**src/hdl/efr_pkg.sv**
```systemverilog
package efr_pkg;

    // Framing bytes
    localparam logic [7:0] FLAG_BYTE = 8'h7F;
    localparam logic [7:0] ESC_BYTE  = 8'h27;
    localparam logic [7:0] ESC_LIT   = 8'h28;

    // Width of the delivered payload counter
    localparam int COUNT_W = 16;

    // Parser phase
    typedef enum logic [2:0] {
        PH_HUNT,
        PH_LEN_HI,
        PH_LEN_LO,
        PH_TYPE,
        PH_PAYLOAD,
        PH_END
    } phase_t;

    // Result kind
    typedef enum logic [1:0] {
        KIND_DATA = 2'd0,
        KIND_GOOD = 2'd1,
        KIND_BAD  = 2'd2
    } kind_t;

endpackage

```
**src/hdl/escaped_frame_receiver_core.sv**
```systemverilog
// An accepted word loads its result, if any, into the result register; it shows in the next cycle.
// Throughput: one received word per cycle while rx_stall is low; the parse state updates on each accepted word.
// A held result does not block input while it is being taken in the same cycle.
// Reset (rst_n, async, active low): parser hunts for the flag, counters, type and
// escape flag cleared, no result pending.
module escaped_frame_receiver_core #(
    parameter int LENGTH_BITS = 16
) (
    input  logic                          clk,
    input  logic                          rst_n,
    input  logic                          rx_valid,
    output logic                          rx_stall,
    input  logic [7:0]                    rx_byte,
    output logic                          res_valid,
    input  logic                          res_stall,
    output logic [1:0]                    out_kind,
    output logic [7:0]                    out_byte,
    output logic [7:0]                    frame_type,
    output logic [efr_pkg::COUNT_W-1:0]   payload_count,
    output logic                          last
);
    import efr_pkg::*;

    phase_t                   phase_reg, phase_next;
    logic [LENGTH_BITS-1:0]   left_reg, left_next;
    logic                     esc_reg, esc_next;
    logic [7:0]               type_reg, type_next;
    logic [COUNT_W-1:0]       count_reg, count_next;

    logic                     res_valid_reg, res_valid_next;
    kind_t                    kind_reg, kind_next;
    logic [7:0]               byte_reg, byte_next;
    logic [7:0]               ftype_reg, ftype_next;
    logic [COUNT_W-1:0]       pcount_reg, pcount_next;

    logic                     rx_accept;
    logic                     emit;
    kind_t                    emit_kind;
    logic [7:0]               emit_byte;
    logic [COUNT_W-1:0]       emit_count;
    logic [15:0]              hi_word;
    logic                     is_flag;
    logic                     end_of_len;

    // Take a word whenever the result register is free or draining
    assign rx_stall  = res_valid_reg & res_stall;
    assign rx_accept = rx_valid & ~rx_stall;

    assign hi_word    = {rx_byte, 8'h00};
    assign is_flag    = (rx_byte == FLAG_BYTE);
    assign end_of_len = (left_reg == LENGTH_BITS'(1));

    // Next phase
    always_comb
    begin
        phase_next = phase_reg;
        case (phase_reg)
            PH_HUNT:    phase_next = is_flag ? PH_LEN_HI : PH_HUNT;
            PH_LEN_HI:  phase_next = PH_LEN_LO;
            PH_LEN_LO:  phase_next = PH_TYPE;
            PH_TYPE:    phase_next = (left_reg == '0) ? PH_END : PH_PAYLOAD;
            PH_PAYLOAD:
            begin
                if (is_flag)
                    phase_next = PH_LEN_HI;
                else if (end_of_len)
                    phase_next = PH_END;
            end
            PH_END:     phase_next = PH_HUNT;
            default:    phase_next = PH_HUNT;
        endcase
    end

    // Datapath and result generation
    always_comb
    begin
        left_next  = left_reg;
        esc_next   = esc_reg;
        type_next  = type_reg;
        count_next = count_reg;
        emit       = 1'b0;
        emit_kind  = KIND_DATA;
        emit_byte  = 8'h00;
        emit_count = count_reg;
        case (phase_reg)
            PH_HUNT:
            begin
                if (is_flag)
                begin
                    left_next  = '0;
                    esc_next   = 1'b0;
                    type_next  = 8'h00;
                    count_next = '0;
                end
            end
            PH_LEN_HI:  left_next = hi_word[LENGTH_BITS-1:0];
            PH_LEN_LO:  left_next = left_reg | LENGTH_BITS'(rx_byte);
            PH_TYPE:    type_next = rx_byte;
            PH_PAYLOAD:
            begin
                if (is_flag)
                begin
                    // flag inside payload: abort, flag opens the next frame
                    emit       = 1'b1;
                    emit_kind  = KIND_BAD;
                    left_next  = '0;
                    esc_next   = 1'b0;
                    type_next  = 8'h00;
                    count_next = '0;
                end
                else
                begin
                    left_next = left_reg - LENGTH_BITS'(1);
                    if (esc_reg)
                    begin
                        esc_next   = 1'b0;
                        emit       = 1'b1;
                        emit_byte  = (rx_byte == ESC_LIT) ? ESC_BYTE : FLAG_BYTE;
                        count_next = count_reg + COUNT_W'(1);
                        emit_count = count_next;
                    end
                    else if (rx_byte == ESC_BYTE)
                        esc_next = 1'b1;
                    else
                    begin
                        emit       = 1'b1;
                        emit_byte  = rx_byte;
                        count_next = count_reg + COUNT_W'(1);
                        emit_count = count_next;
                    end
                end
            end
            PH_END:
            begin
                emit      = 1'b1;
                emit_kind = (is_flag && !esc_reg) ? KIND_GOOD : KIND_BAD;
                esc_next  = 1'b0;
                left_next = '0;
            end
            default: ;
        endcase
    end

    // Result register load and drain
    always_comb
    begin
        res_valid_next = res_valid_reg;
        kind_next      = kind_reg;
        byte_next      = byte_reg;
        ftype_next     = ftype_reg;
        pcount_next    = pcount_reg;
        if (rx_accept)
        begin
            res_valid_next = emit;
            if (emit)
            begin
                kind_next   = emit_kind;
                byte_next   = emit_byte;
                ftype_next  = type_reg;
                pcount_next = emit_count;
            end
        end
        else if (!res_stall)
            res_valid_next = 1'b0;
    end

    // Parser state
    always_ff @(posedge clk or negedge rst_n)
    begin
        if (!rst_n)
        begin
            phase_reg     <= PH_HUNT;
            left_reg      <= '0;
            esc_reg       <= 1'b0;
            type_reg      <= 8'h00;
            count_reg     <= '0;
            res_valid_reg <= 1'b0;
        end
        else
        begin
            res_valid_reg <= res_valid_next;
            if (rx_accept)
            begin
                phase_reg <= phase_next;
                left_reg  <= left_next;
                esc_reg   <= esc_next;
                type_reg  <= type_next;
                count_reg <= count_next;
            end
        end
    end

    // Result payload
    always_ff @(posedge clk)
    begin
        kind_reg   <= kind_next;
        byte_reg   <= byte_next;
        ftype_reg  <= ftype_next;
        pcount_reg <= pcount_next;
    end

    assign res_valid     = res_valid_reg;
    assign out_kind      = kind_reg;
    assign out_byte      = byte_reg;
    assign frame_type    = ftype_reg;
    assign payload_count = pcount_reg;
    assign last          = (kind_reg != KIND_DATA);

    // Checks
    a_status_byte_zero: assert property (@(posedge clk) disable iff (!rst_n)
        res_valid && (out_kind != KIND_DATA) |-> out_byte == 8'h00)
        else $error("status word carries nonzero byte");

    a_hunt_silent: assert property (@(posedge clk) disable iff (!rst_n)
        rx_accept && (phase_reg == PH_HUNT) |=> !res_valid)
        else $error("result produced while hunting");

    a_escape_end_bad: assert property (@(posedge clk) disable iff (!rst_n)
        rx_accept && (phase_reg == PH_END) && esc_reg |=>
            res_valid && (out_kind == KIND_BAD))
        else $error("frame ending on escape not reported bad");

    a_payload_countdown: assert property (@(posedge clk) disable iff (!rst_n)
        rx_accept && (phase_reg == PH_PAYLOAD) && !is_flag |=>
            left_reg == $past(left_reg) - LENGTH_BITS'(1))
        else $error("payload length did not count down");

    a_data_count_step: assert property (@(posedge clk) disable iff (!rst_n)
        rx_accept && emit && (emit_kind == KIND_DATA) |=>
            payload_count == $past(count_reg) + COUNT_W'(1))
        else $error("data word count mismatch");

endmodule
```
**config.mk**
```make
export PLATFORM = sky130hd
export DESIGN_NAME = escaped_frame_receiver_core
export DESIGN_NICKNAME = d
export VERILOG_FILES = /design/src/hdl/efr_pkg.sv /design/src/hdl/escaped_frame_receiver_core.sv
export SDC_FILE = /design/constraint.sdc
export NUM_CORES = 1
export LEC_CHECK = 0
export BUFFER_PORTS_ARGS = -buffer_cell sky130_fd_sc_hd__buf_4
export CAP_MARGIN = 20
export CORE_UTILIZATION = 57
export DETAILED_ROUTE_END_ITERATION = 12
export PLACE_DENSITY = 0.78
export SLEW_MARGIN = 25
export SYNTH_ARGS = -nofsm -noshare
export SYNTH_HDL_FRONTEND = slang
export SYNTH_SLANG_ARGS = --single-unit
```
**constraint.sdc**
```tcl
create_clock -name clk -period 5.53 [get_ports clk]
set_input_delay 0.553 -clock clk [delete_from_list [all_inputs] [get_ports clk]]
set_output_delay 0.553 -clock clk [all_outputs]
set_load 0.05 [all_outputs]
```
# After elaboration in Yosys (flattened, before gate mapping)
# Index checks and enable logic that the tools add are counted.
# word_totals
in_bits	12
output_inout_bits	37
reg_bits	79
elab_cells	80
# classes
n_bitwise	5
n_addsub	2
n_reduce_logical	17
eq_ne	13
n_mux	33
# ops
cell	n
two-way mux 16 bit	7
case mux 16 bit (5 select lines)	1
case mux 16 bit (2 select lines)	1
two-way mux 8 bit	3
adder 16 x 1 -> 16 bit (second input constant)	1
== test 16 x 1 -> 1 bit (second input constant)	1
== test 8 x 6 -> 1 bit (second input constant)	2
logical NOT 16 bit	1
OR 16 x 8 -> 16 bit	1
case mux 8 bit (2 select lines)	1
subtractor 16 x 1 -> 16 bit (second input constant)	1
case mux 3 bit (5 select lines)	1
AND reduction 3 bit	4
two-way mux 1 bit	11
== test 8 x 7 -> 1 bit (second input constant)	1
two-way mux 7 bit	1
== test 3 x 2 -> 1 bit (second input constant)	2
== test 3 bit (second input constant)	2
two-way mux 3 bit	2
nonzero test 2 bit	3
nonzero test 5 bit	1
two-way mux 2 bit	2
inequality test 2 x 1 -> 1 bit (second input constant)	2
case mux 2 bit (2 select lines)	1
13 further kinds	17

# Depth between registers and ports, before layout
# Gate-level depths: netlist of the first run.
# logic_depth
word_depth	6
depth_mapped	7
mapped_depth_nobuf	7

# Worst setup path after synthesis of the first run
# OpenSTA, ideal clock, no wires.
# synth_path
path_type	register -> register
from	register res_valid_reg (netlist: res_valid)
to	register ftype_reg[0] (netlist: frame_type[0]), enable pin
stages_incl_launch_ff	5
t_arrival_ns	2.634
setup_ns	0.426
path_buffers	1
t_required_ns	5.104
period_less_slack_ns	3.061
path_slack_ns	2.469
path_cell_list	dfrtp_1 a21boi_0 buf_2 nand3_1 nor2_1
# synth_between
elab_chain_len	4
# synth_rtl
item	line_no	source
start, declared	escaped_frame_receiver_core.sv:30	logic res_valid_reg, res_valid_next;
start signal, assigned	escaped_frame_receiver_core.sv:181	res_valid_reg <= res_valid_next;
bitwise AND 1 bit	escaped_frame_receiver_core.sv:46	assign rx_stall = res_valid_reg & res_stall;
NOT 1 bit	escaped_frame_receiver_core.sv:47	assign rx_accept = rx_valid & ~rx_stall;
bitwise AND 1 bit	escaped_frame_receiver_core.sv:47	
AND reduction 2 bit (no source line)	-	
end signal, assigned	escaped_frame_receiver_core.sv:198	ftype_reg <= ftype_next;
end, declared	escaped_frame_receiver_core.sv:33	logic [7:0] ftype_reg, ftype_next;
# Every way passes these cells.
# A chain may end at the register's enable or synchronous reset.

# Worst setup path after layout of the first run
# layout_path
from	register phase_reg[1]
to	register pcount_reg[5] (netlist: payload_count[5]) (data pin)
# layout_between
elab_chain_len	2
# layout_rtl
item	line_no	source
start, declared	escaped_frame_receiver_core.sv:24	phase_t phase_reg, phase_next;
start signal, assigned	escaped_frame_receiver_core.sv:184	phase_reg <= phase_next;
== test 3 bit	escaped_frame_receiver_core.sv:85	case (phase_reg)
two-way mux 16 bit	escaped_frame_receiver_core.sv:85	
named net emit_count[5]	escaped_frame_receiver_core.sv:40	logic [COUNT_W-1:0] emit_count;
end signal, assigned	escaped_frame_receiver_core.sv:199	pcount_reg <= pcount_next;
end, declared	escaped_frame_receiver_core.sv:34	logic [COUNT_W-1:0] pcount_reg, pcount_next;
# The timed path passes the listed nets, and every way through them passes these cells.

==> parameters.txt, run 1 <==
Parameter                              Value

Status
  Run status    finished, final reports clean

Critical path
  Required time reported for the critical path endpoint    5.63 ns
  CP arrival    2.52 ns
  Crit path cell chain    nor3b_4 > o21a_1 > nand2_1 > nor2_1 > xor2_1
  Buffers plus inverters on the worst setup path    0
  Cell family contributing the most delay on the critical path    simple AND/OR/NAND/NOR gates
  Setup slack, reg-to-reg    ~3.1 ns
  Worst-path cell with the longest stage delay    sky130_fd_sc_hd__o21a_1
  CP Max Fanout    21
  Setup Crit Path Kind    reg2reg
  Largest stage delay on the critical path    approximately 0.74 ns
  Startpoint Class    register
  Worst Setup End Kind    register

Clock network
  Number of CTS-inserted buffers    9
  Cts-stage hold buffer count    0
  Depth of the CTS H-tree    3
  # Post-CTS Setup Buffers    0
  Clock tree from TritonCTS    yes
  # resized after CTS    0
  Clock slew seen by the registers of the worst setup and hold paths    0.09 ns
  Clock latency of the later-clocked register in the worst-skew pair    0.35 ns
  Clock tree buffer depth    2
  Cell at the root of the clock tree    sky130_fd_sc_hd__clkbuf_8
  Clock tree sinks    79

Synthesis
  Number of enable-type register cells in the synthesized netlist    34
  Number of unique standard cell types used by synthesis    59
  Post-synthesis average cell area    10.3 um^2
  Net count after synthesis    422
  Number of warnings printed during yosys synthesis    0
  Register area share after synthesis    51.4%
  Synth Flop Type    sky130_fd_sc_hd__dfrtp_1
  Mapped cell area    around 4200 um^2
  Gate count of the mapped netlist    407
  Number of flip-flops and latches in the synthesized netlist    between 70 and 80
  Share of flip-flops with an asynchronous set or reset    57.0%

Placed design
  # port buffers    48
  Gp weighted congestion    0.938
  Worst setup slack after placement    a little over 3 ns
  DP HPWL    6520 um
  Placed cells    537

Pwr
  Pleak    1.91 nW
  Worst supply voltage drop on vdd    0.284 mV
  Power density over the cells    474 nW/um^2

STA
  # setup viols final    0
  Max-slew violation total from the final report    0
  Post-layout min period    2.42 ns
  Worst path setup slack after routing    roughly 3.1 ns
  Fmax achieved    413 MHz
  Unrepaired setup endpoints after global routing    no
  Tightest slew margin relative to the limit    39.3%
  Transition at the pin with the smallest max-transition slack    between 0.9 and 1 ns
  Setup TNS    0 ns
  Hold Violations, Final    0
  Fin crit share    43.8%
  Worst clock skew    0.0143 ns

Layout
  Most common library cell in the layout ignoring fill and taps    sky130_fd_sc_hd__buf_4
  Final core utilization    68.4%
  Number of filler cells placed in the layout    516
  Diodes inserted    0
  Final Net Count    between 400 and 500
  Non-filler instance count after layout    between 500 and 600
  Highest-count cells in the layout ignoring fill and taps    53 x sky130_fd_sc_hd__buf_4, 45 x sky130_fd_sc_hd__dfrtp_1, 42 x sky130_fd_sc_hd__o21ai_0, 34 x sky130_fd_sc_hd__nand2_1, 34 x sky130_fd_sc_hd__edfxtp_1
  Synth-to-layout area growth    13.7%
  Multi-input logic area    1820 um^2
  Fraction of final layout cells with drive strength greater than 1    18.2%
  Area of all sequential standard cells    2150 um^2

Floorplanning
  Starting density of the core    60.2%
  Placement Rows    30
  Horizontal extent of the die    just under 90 um
  Core Region    6940 um^2
  Die Ht    87.6 um
  Number of placed I/O pins    49
  Die Area    7680 um^2

Global route
  Largest net degree at the start of global routing    46
  Number of antenna violations at the first check in global routing    0
  Final global-route overflow total    0
  First-pass GRT wire length    between 15000 and 20000 um
  Via count of the first global-routing pass    between 3000 and 4000
  Overall fraction of global-route tracks in use    26.1%

Routing
  DRT antenna net count    0
  Via Count    3528
  Average detailed-routed wire length per instance    17.3 um
  DRC violations left    0
  Average vias per placed instance    6.39
  Detailed router's first-iteration violation count    289
  Final WL    about 9600 um
  DRT Pass-1 Iters    5

Worst hold path
  Type of the tightest min-delay check    in2async

Flow run
  Max Cap Violations    0
-- cells in the mapped netlist, types with 5 or more instances --
cell type,number,area share (%)
sky130_fd_sc_hd__a21oi_1,23,2.8
sky130_fd_sc_hd__a31oi_1,5,0.75
sky130_fd_sc_hd__buf_6,8,2.2
sky130_fd_sc_hd__clkbuf_1,6,0.54
sky130_fd_sc_hd__dfrtp_1,45,27
sky130_fd_sc_hd__edfxtp_1,34,24
sky130_fd_sc_hd__inv_1,21,1.9
sky130_fd_sc_hd__nand2_1,34,3.1
sky130_fd_sc_hd__nand3_1,16,1.9
sky130_fd_sc_hd__nand4_1,13,1.9
sky130_fd_sc_hd__nor2_1,25,2.2
sky130_fd_sc_hd__nor3_1,12,1.4
sky130_fd_sc_hd__nor4_1,7,1.0
sky130_fd_sc_hd__o211ai_1,11,2.0
sky130_fd_sc_hd__o21a_1,6,1.1
sky130_fd_sc_hd__o21ai_0,42,5.0
sky130_fd_sc_hd__o22ai_1,6,0.90
sky130_fd_sc_hd__o31ai_1,7,1.3
sky130_fd_sc_hd__or4_1,5,0.90
sky130_fd_sc_hd__xnor2_1,8,1.7
sky130_fd_sc_hd__xor2_1,7,1.5
-- final cells by class --
class,instances,share of cell area [%]
inverters,21,1.66
well taps,96,2.53
clock inverters,6,1.32
flip-flops and latches,79,45.2
repair buffers,53,8.38
clock buffers,9,2.61
multi-input cells,288,38.3
-- final timing paths --
path | from | to | depth (start not counted)
max | phase_reg[1]$_DFFE_PN0P_ | payload_count[5]$_DFFE_PP_ | 5
min | rst_n | left_reg[3]$_DFFE_PN0P_ | 1
max reg2reg | phase_reg[1]$_DFFE_PN0P_ | payload_count[5]$_DFFE_PP_ | 5
min reg2reg | type_reg[4]$_DFFE_PN0P_ | frame_type[4]$_DFFE_PP_ | 0
max in group asynchronous | rst_n | type_reg[6]$_DFFE_PN0P_ | 1
min in group clk | type_reg[4]$_DFFE_PN0P_ | frame_type[4]$_DFFE_PP_ | 0
-- metal layers --
metal / routed length [um] / GRT usage (%) / vias up
li1: - / - / 1622
met3: 840 / 4.15 / 15
met5: 0 / 0 / -
met2: 4520 / 41.9 / 190
met1: 4070 / 36.3 / 1701
met4: 124 / 9.69 / 0
-- through the flow --
step / hold WS [ns] / area (um^2) / total power, mW
global placement: 0.430 / 4550 / 1.79
global route: 0.237 / 4750 / 2.36
detailed placement: 0.433 / 4560 / 1.82
floorplan: 0.257 / 4180 / 1.59
CTS: 0.213 / 4750 / 2.23
finish: 0.186 / 4750 / 2.25
-- power by group --
| group | internal (mW) | switching [mW] |
|---|---|---|
| Clock | 0.205 | 0.209 |
| Sequential | 0.772 | 0.145 |
| Combinational | 0.303 | 0.613 |
| Total | 1.28 | 0.968 |
-- cell families after synthesis --
| kind of cell | Yosys count | share of synthesized area (%) |
|---|---|---|
| simple gates | 141 | 19.1 |
| compound gates | 128 | 20.0 |
| flops | 79 | 51.4 |
| buf+inv | 40 | 5.15 |
| xor+xnor | 15 | 3.14 |
| fa+ha+maj | 3 | 0.899 |
| mux | 1 | 0.270 |
Note: power is estimated with default switching activity, not from simulation.
==> run 2, diff against run 1 <==
ABC_AREA = 1   (was not set)
clock period = 2.3 ns   (was 5.53 ns; I/O delays follow)
==> parameters.txt, run 2 <==
Parameter                              Value

Critical path
  Largest stage delay on the critical path    0.46 ns (was 0.74 ns)
  CP Max Fanout    42 (was 21)
  Worst-path cell with the longest stage delay    sky130_fd_sc_hd__dfrtp_1 (was sky130_fd_sc_hd__o21a_1)
  Path depth of the worst reg2reg path    10 (was 5)
  Setup slack, reg-to-reg    0.44 ns (was 3.11 ns)
  Required time reported for the critical path endpoint    2.55 ns (was 5.63 ns)
  Startpoint Class    register (unchanged)
  Crit path cell chain    nor2_4 > nand2_4 > clkinv_2 > nand2_4 > inv_4 > nand2_1 > nand2_1 > inv_1 > nand2_1 > nand2_1 (was nor3b_4 > o21a_1 > nand2_1 > nor2_1 > xor2_1)
  Cell repeated most along the worst path    sky130_fd_sc_hd__nand2_1
  Worst Setup End Kind    register (unchanged)
  CP arrival    2.11 ns (was 2.52 ns)
  Reg2reg end    phase_reg[0]$_DFFE_PN0P_ (was payload_count[5]$_DFFE_PP_)
  Startpoint of the lowest-slack register-to-register path    phase_reg[0]$_DFFE_PN0P_ (was phase_reg[1]$_DFFE_PN0P_)
  Setup Crit Path Kind    reg2reg (unchanged)

Synthesis
  Number of unique standard cell types used by synthesis    39 (was 59)
  Top cells by count, synth    167 x sky130_fd_sc_hd__nand2_1, 58 x sky130_fd_sc_hd__inv_1, 45 x sky130_fd_sc_hd__dfrtp_1, 42 x sky130_fd_sc_hd__nor2_1 (was 45 x sky130_fd_sc_hd__dfrtp_1, 42 x sky130_fd_sc_hd__o21ai_0, 34 x sky130_fd_sc_hd__edfxtp_1, 34 x sky130_fd_sc_hd__nand2_1, 25 x sky130_fd_sc_hd__nor2_1)
  Number of warnings printed during yosys synthesis    0 (unchanged)
  Register area share after synthesis    49.3% (was 51.4%)
  Area contributors post-synth    sky130_fd_sc_hd__dfrtp_1 26%, sky130_fd_sc_hd__edfxtp_1 23%, sky130_fd_sc_hd__nand2_1 14%, sky130_fd_sc_hd__inv_1 5.0%, sky130_fd_sc_hd__nand3_1 4.5% (was sky130_fd_sc_hd__dfrtp_1 27%, sky130_fd_sc_hd__edfxtp_1 24%, sky130_fd_sc_hd__o21ai_0 5.0%, sky130_fd_sc_hd__nand2_1 3.1%, sky130_fd_sc_hd__a21oi_1 2.8%)
  Synth Flop Type    sky130_fd_sc_hd__dfrtp_1 (unchanged)
  Number of flip-flops and latches in the synthesized netlist    79 (unchanged)
  Post-synthesis cell type with the largest combined area    sky130_fd_sc_hd__dfrtp_1 (unchanged)
  Gate count of the mapped netlist    541 (was 407)
  Most frequently used cell type in the post-synthesis netlist    sky130_fd_sc_hd__nand2_1 (was sky130_fd_sc_hd__dfrtp_1)
  Post-synthesis average cell area    8.06 um^2 (was 10.3 um^2)
  Net count after synthesis    556 (was 422)
  Number of enable-type register cells in the synthesized netlist    34 (unchanged)
  Mapped cell area    4360 um^2 (was 4180 um^2)
  Synth top area share    25.8% (was 27.0%)
  Share of flip-flops with an asynchronous set or reset    57.0% (unchanged)

Clock network
  Number of CTS-inserted buffers    9 (unchanged)
  Depth of the CTS H-tree    3 (unchanged)
  Clock tree from TritonCTS    yes (unchanged)
  Cell at the root of the clock tree    sky130_fd_sc_hd__clkbuf_8 (unchanged)
  Clock tree buffer depth    2 (unchanged)
  Clock tree sinks    79 (unchanged)
  Clock slew seen by the registers of the worst setup and hold paths    0.08 ns (was 0.09 ns)
  # resized after CTS    0 (unchanged)
  Clock latency of the later-clocked register in the worst-skew pair    0.35 ns (about the same)

Routing
  Average detailed-routed wire length per instance    13.2 um (was 17.3 um)
  DRT Pass-1 Iters    5 (unchanged)
  Final WL    9190 um (was 9560 um)
  DRC violations left    0 (unchanged)
  Detailed router's first-iteration violation count    325 (was 289)
  DRT antenna net count    0 (unchanged)
  Average vias per placed instance    5.49 (was 6.39)
  Via Count    3823 (was 3528)

STA
  Unrepaired setup endpoints after global routing    no (unchanged)
  Post-layout min period    1.86 ns (was 2.42 ns)
  Worst clock skew    0.0115 ns (was 0.0143 ns)
  Transition at the pin with the smallest max-transition slack    0.597 ns (was 0.906 ns)
  Hold Violations, Final    0 (unchanged)
  # setup viols final    0 (unchanged)
  Fin crit share    81.0% (was 43.8%)
  Setup TNS    0 ns (unchanged)
  Max-slew violation total from the final report    0 (unchanged)
  Tightest slew margin relative to the limit    60.2% (was 39.3%)
  Fmax achieved    536 MHz (was 413 MHz)

Global route
  Via count of the first global-routing pass    3381 (was 3228)
  Number of antenna violations at the first check in global routing    0 (unchanged)
  Largest net degree at the start of global routing    46 (unchanged)
  Overall fraction of global-route tracks in use    25.9% (was 26.1%)
  First-pass GRT wire length    15600 um (was 15300 um)
  Final global-route overflow total    0 (unchanged)

Layout
  Most common library cell in the layout ignoring fill and taps    sky130_fd_sc_hd__nand2_1 (was sky130_fd_sc_hd__buf_4)
  Area of all sequential standard cells    2150 um^2 (unchanged)
  Diodes inserted    0 (unchanged)
  Multi-input logic area    1860 um^2 (was 1820 um^2)
  Final Net Count    607 (was 467)
  Highest-count cells in the layout ignoring fill and taps    167 x sky130_fd_sc_hd__nand2_1, 58 x sky130_fd_sc_hd__inv_1, 52 x sky130_fd_sc_hd__buf_4, 45 x sky130_fd_sc_hd__dfrtp_1, 42 x sky130_fd_sc_hd__nor2_1 (was 53 x sky130_fd_sc_hd__buf_4, 45 x sky130_fd_sc_hd__dfrtp_1, 42 x sky130_fd_sc_hd__o21ai_0, 34 x sky130_fd_sc_hd__nand2_1, 34 x sky130_fd_sc_hd__edfxtp_1)
  Synth-to-layout area growth    14.4% (was 13.7%)
  Number of filler cells placed in the layout    558 (was 516)
  Non-filler instance count after layout    696 (was 552)
  Fraction of final layout cells with drive strength greater than 1    16.8% (was 18.2%)

Worst hold path
  Number of instances on the worst hold path    3
  Worst Hold Path EP    res_valid$_DFFE_PN0P_
  Critical hold path startpoint    res_stall
  Type of the tightest min-delay check    in2reg (was in2async)

Floorplanning
  Die Area    8000 um^2 (was 7680 um^2)
  Die Ht    89.4 um (was 87.6 um)
  Placement Rows    31 (was 30)
  Core Region    7330 um^2 (was 6940 um^2)
  Number of placed I/O pins    49 (unchanged)
  Starting density of the core    59.4% (was 60.2%)
  Horizontal extent of the die    89.4 um (was 87.6 um)

Placed design
  Gp weighted congestion    0.919 (was 0.938)
  # port buffers    48 (unchanged)
  DP HPWL    6460 um (was 6520 um)
  Placed cells    679 (was 537)

Pwr
  Tot Pwr    5.98 mW (was 2.25 mW)
  Power density over the cells    1200 nW/um^2 (was 474 nW/um^2)
  Worst supply voltage drop on vdd    0.562 mV (was 0.284 mV)
  Pleak    2.32 nW (was 1.91 nW)

Status
  Run status    finished, final reports clean (unchanged)

Flow run
  Max Cap Violations    0 (unchanged)
==> run 2: changes by cell type after synthesis, moves of 6 or more <==
cell                       delta
sky130_fd_sc_hd__clkbuf_1     -6
sky130_fd_sc_hd__inv_1       +37
sky130_fd_sc_hd__nand2_1    +133
sky130_fd_sc_hd__nand2_2      +6
sky130_fd_sc_hd__nand3_1     +23
sky130_fd_sc_hd__nor2_1      +17
sky130_fd_sc_hd__nor3_1       -8
sky130_fd_sc_hd__nor4_1       -6
sky130_fd_sc_hd__o211ai_1    -10
sky130_fd_sc_hd__o21ai_1     +16
sky130_fd_sc_hd__o31ai_1      -6
sky130_fd_sc_hd__xnor2_1      -6
sky130_fd_sc_hd__xor2_1       -6
==> run 2: power by group <==
part           switching (mW)  total, mW  internal, mW
sequential              0.272       2.14          1.87
combinational            1.93       2.71         0.782
clock                   0.509       1.12         0.610
==> run 2: per-layer routing <==
layer | vias to the layer above | global-route usage, % | wire length, um
met5 | - | 0 | 0
met4 | 0 | 9.52 | 128
met3 | 16 | 5.72 | 619
met2 | 147 | 40.0 | 4170
met1 | 1773 | 35.8 | 4280
li1 | 1887 | - | -
==> run 2: worst max-delay path by stage <==
| stage | slack (ns) | end | from |
|---|---|---|---|
| 2_1_floorplan | 0.07 | frame_type[0]$_DFFE_PP_ | res_valid$_DFFE_PN0P_ |
| 3_3_place_gp | 0.52 | frame_type[1]$_DFFE_PP_ | res_valid$_DFFE_PN0P_ |
| 3_5_place_dp | 0.47 | payload_count[14]$_DFFE_PP_ | count_reg[0]$_DFFE_PN0P_ |
| 4_1_cts | 0.45 | payload_count[14]$_DFFE_PP_ | count_reg[0]$_DFFE_PN0P_ |
| 5_1_grt | 0.19 | payload_count[14]$_DFFE_PP_ | count_reg[0]$_DFFE_PN0P_ |
| 6_report | 0.44 | phase_reg[0]$_DFFE_PN0P_ | phase_reg[0]$_DFFE_PN0P_ |
==> run 2: cell type report <==
class	count	share of cell area, %
timing repair buffer	53	8.03
sequential	79	43.1
tap	99	2.48
multi-input combinational	386	37.3
clock buffer	10	2.56
inverter	63	4.89
clock inverter	6	1.68
==> run 2: cells by family (layout without fill, tap and decap cells) <==
family | count (synthesis) | after routing | share of synthesized area (%)
buffers and inverters | 76 | 132 | 8.07
xor gates and xnor gates | 3 | 3 | 0.603
DFF | 79 | 79 | 49.3
adders and majority gates | 3 | 3 | 0.861
and+or+nand+nor | 288 | 288 | 29.5
AOI/OAI and AO/OA | 92 | 92 | 11.7
==> run 2: timing repair <==
action | 4_1_cts | 5_1_grt
hold buffers | 1 | 0
endpoints found under the hold margin | 45 | 0
setup buffers | 0 | 0
==> run 2: worst max-delay path, delay by kind of cell (launching register included) <==
kind / cells / cell delay [ns]
buffers and inverters: 3 / 0.50
and+or+nand+nor: 7 / 0.78
DFF: 1 / 0.46
==> run 2: per-stage QoR <==
step                      hold slack, ns  setup WS, ns  cell area [um^2]  utilization [%]
final                              0.131         0.436              4990             68.0
after global routing               0.137         0.193              4990             68.0
after CTS                          0.123         0.450              4990             68.0
after detailed placement           0.280         0.466              4760             65.0
after global placement             0.277         0.522              4760             65.0
after floorplan                  -0.0656        0.0730              4360                -
==> run 3, diff against run 2 <==
clock period = 1.8 ns   (was 2.3 ns; I/O delays follow)
==> parameters.txt, run 3 (synthesis results as in run 2) <==
Parameter                              Value

Global route
  Overall fraction of global-route tracks in use    26.1% (was 25.9%)
  Via count of the first global-routing pass    3382 (was 3381)
  Layer carrying the most global-route usage    met2 (unchanged)
  Grt met1 use    36.6% (was 35.8%)
  Final global-route overflow total    0 (unchanged)
  First-pass GRT wire length    15600 um (about the same)
  Largest net degree at the start of global routing    46 (unchanged)
  Number of antenna violations at the first check in global routing    0 (unchanged)
  Met3 capacity usage during global routing    4.06% (was 5.72%)
  Met2 track demand over resource    41.4% (was 40.0%)

Layout
  Fraction of final layout cells with drive strength greater than 1    19.3% (was 16.8%)
  Non-filler instance count after layout    704 (was 696)
  Area of all sequential standard cells    2150 um^2 (about the same)
  Final Net Count    615 (was 607)
  Diodes inserted    0 (unchanged)
  Multi-input logic area    1890 um^2 (was 1860 um^2)
  Synth-to-layout area growth    17.0% (was 14.4%)
  Final core utilization    69.6% (was 68.0%)
  Most common library cell in the layout ignoring fill and taps    sky130_fd_sc_hd__nand2_1 (unchanged)
  Number of filler cells placed in the layout    591 (was 558)
  Highest-count cells in the layout ignoring fill and taps    164 x sky130_fd_sc_hd__nand2_1, 58 x sky130_fd_sc_hd__buf_4, 56 x sky130_fd_sc_hd__inv_1, 44 x sky130_fd_sc_hd__dfrtp_1, 40 x sky130_fd_sc_hd__nor2_1 (was 167 x sky130_fd_sc_hd__nand2_1, 58 x sky130_fd_sc_hd__inv_1, 52 x sky130_fd_sc_hd__buf_4, 45 x sky130_fd_sc_hd__dfrtp_1, 42 x sky130_fd_sc_hd__nor2_1)

Worst hold path
  Worst Hold Path EP    res_valid$_DFFE_PN0P_ (unchanged)
  Critical hold path startpoint    res_stall (unchanged)
  Type of the tightest min-delay check    in2reg (unchanged)
  Number of instances on the worst hold path    3 (unchanged)

Pwr
  Worst supply voltage drop on vdd    0.721 mV (was 0.562 mV)
  Power density over the cells    1520 nW/um^2 (was 1200 nW/um^2)
  Pleak    2.35 nW (was 2.32 nW)

Flow run
  Max Cap Violations    0 (unchanged)

Routing
  Average vias per placed instance    5.43 (was 5.49)
  DRT antenna net count    0 (unchanged)
  DRC violations left    0 (unchanged)
  Average detailed-routed wire length per instance    13.4 um (was 13.2 um)
  Via Count    3820 (was 3823)
  Detailed router's first-iteration violation count    287 (was 325)
  DRT Pass-1 Iters    5 (unchanged)
  Final WL    9470 um (was 9190 um)

Status
  Run status    finished, final reports clean (unchanged)

Floorplanning
  Number of placed I/O pins    49 (unchanged)
  Horizontal extent of the die    89.4 um (unchanged)
  Die Area    8000 um^2 (unchanged)
  Die Ht    89.4 um (unchanged)
  Starting density of the core    59.4% (unchanged)
  Placement Rows    31 (unchanged)
  Core Region    7330 um^2 (unchanged)

Clock network
  Clock slew seen by the registers of the worst setup and hold paths    0.08 ns (about the same)
  Clock tree from TritonCTS    yes (unchanged)
  Depth of the CTS H-tree    3 (unchanged)
  Clock tree buffer depth    2 (unchanged)
  Cell at the root of the clock tree    sky130_fd_sc_hd__clkbuf_8 (unchanged)
  Clock tree sinks    79 (unchanged)
  Number of CTS-inserted buffers    9 (unchanged)
  Clock latency of the later-clocked register in the worst-skew pair    0.36 ns (was 0.35 ns)

Critical path
  CP arrival    1.79 ns (was 2.11 ns)
  Path depth of the worst reg2reg path    10 (unchanged)
  Worst Setup End Kind    register (unchanged)
  CP Max Fanout    4 (was 42)
  Setup Crit Path Kind    reg2reg (unchanged)
  Setup slack, reg-to-reg    0.1 ns (was 0.44 ns)
  Reg2reg end    payload_count[14]$_DFFE_PP_ (was phase_reg[0]$_DFFE_PN0P_)
  Startpoint Class    register (unchanged)
  Startpoint of the lowest-slack register-to-register path    count_reg[1]$_DFFE_PN0P_ (was phase_reg[0]$_DFFE_PN0P_)
  Required time reported for the critical path endpoint    1.89 ns (was 2.55 ns)

STA
  Post-route worst hold slack    0.0559 ns (was 0.131 ns)
  Worst path setup slack after routing    0.0980 ns (was 0.436 ns)
  Max-slew violation total from the final report    0 (unchanged)
  Transition at the pin with the smallest max-transition slack    0.600 ns (was 0.597 ns)
  Fin crit share    94.6% (was 81.0%)
  Hold Violations, Final    0 (unchanged)
  Fmax achieved    588 MHz (was 536 MHz)
  Post-layout min period    1.70 ns (was 1.86 ns)
  Setup TNS    0 ns (unchanged)
  Worst clock skew    0.0147 ns (was 0.0115 ns)
  Tightest slew margin relative to the limit    60.0% (was 60.2%)
  # setup viols final    0 (unchanged)

Placed design
  Worst setup slack after placement    -0.0430 ns (was 0.466 ns)
  Gp weighted congestion    0.910 (was 0.919)
  DP HPWL    6520 um (was 6460 um)
  # port buffers    48 (unchanged)
  Placed cells    686 (was 679)
run 3: changes by cell type in the layout (fill, tap and decap cells not counted), moves of 2 or more:
cell                         change
sky130_fd_sc_hd__buf_4           +6
sky130_fd_sc_hd__nand2_1         -3
sky130_fd_sc_hd__nand2_2         +3
sky130_fd_sc_hd__nor2_4          +3
sky130_fd_sc_hd__buf_12          +2
sky130_fd_sc_hd__clkinv_2        -2
sky130_fd_sc_hd__clkinvlp_4      +2
sky130_fd_sc_hd__inv_1           -2
sky130_fd_sc_hd__nor2_1          -2
run 3: worst max-delay path by stage:
stage,from,to,slack [ns],cells after the start
after floorplan,res_valid$_DFFE_PN0P_,frame_type[0]$_DFFE_PP_,0.03,5
after CTS,count_reg[1]$_DFFE_PN0P_,payload_count[14]$_DFFE_PP_,0.05,10
after global placement,count_reg[1]$_DFFE_PN0P_,payload_count[14]$_DFFE_PP_,0.09,10
final,count_reg[1]$_DFFE_PN0P_,payload_count[14]$_DFFE_PP_,0.1,10
after global routing,count_reg[1]$_DFFE_PN0P_,payload_count[14]$_DFFE_PP_,-0.0004,10
after detailed placement,count_reg[1]$_DFFE_PN0P_,payload_count[14]$_DFFE_PP_,-0.04,10
run 3: critical path: stages (launching register included):
cell,delay (ns)
sky130_fd_sc_hd__dfrtp_1,0.37
sky130_fd_sc_hd__ha_2,0.21
sky130_fd_sc_hd__nand2_1,0.10
sky130_fd_sc_hd__nor2_4,0.15
sky130_fd_sc_hd__nand2_2,0.11
sky130_fd_sc_hd__nor2_4,0.14
sky130_fd_sc_hd__nand3_1,0.09
sky130_fd_sc_hd__nand2_2,0.09
sky130_fd_sc_hd__nand2_2,0.06
sky130_fd_sc_hd__nand2_1,0.06
sky130_fd_sc_hd__o21ai_1,0.07
run 3: power by group:
part / total [mW] / internal [mW] / switching, mW
sequential: 2.72 / 2.39 / 0.333
clock: 1.33 / 0.678 / 0.656
combinational: 3.67 / 1.12 / 2.55
run 3: final cells by class:
type / count / share of cell area (%)
Multi-Input combinational cell: 386 / 37.2
Tap cell: 99 / 2.43
Clock inverter: 5 / 1.08
Sequential cell: 79 / 42.1
Timing Repair Buffer: 61 / 9.52
Inverter: 63 / 4.91
Clock buffer: 11 / 2.77
run 3: what timing repair did:
item,4_1_cts,5_1_grt
hold buffers,1,0
endpoints found under the setup margin,3,10
endpoints found under the hold margin,45,0
resized for setup,4,5
setup buffers,1,0
pin swaps,0,1
run 3: per-stage QoR:
stage	instance area (um^2)	power, mW
finish	5100	7.73
floorplan	4370	5.47
CTS	5080	7.69
global placement	4860	6.24
global route	5100	8.28
detailed placement	4860	6.33
run 3: routing by layer:
| layer | wire, um | part of all wire, % |
|---|---|---|
| met3 | 544 | 5.7 |
| met4 | 115 | 1.2 |
| met5 | 0 | 0 |
| met2 | 4490 | 47 |
| met1 | 4310 | 46 |
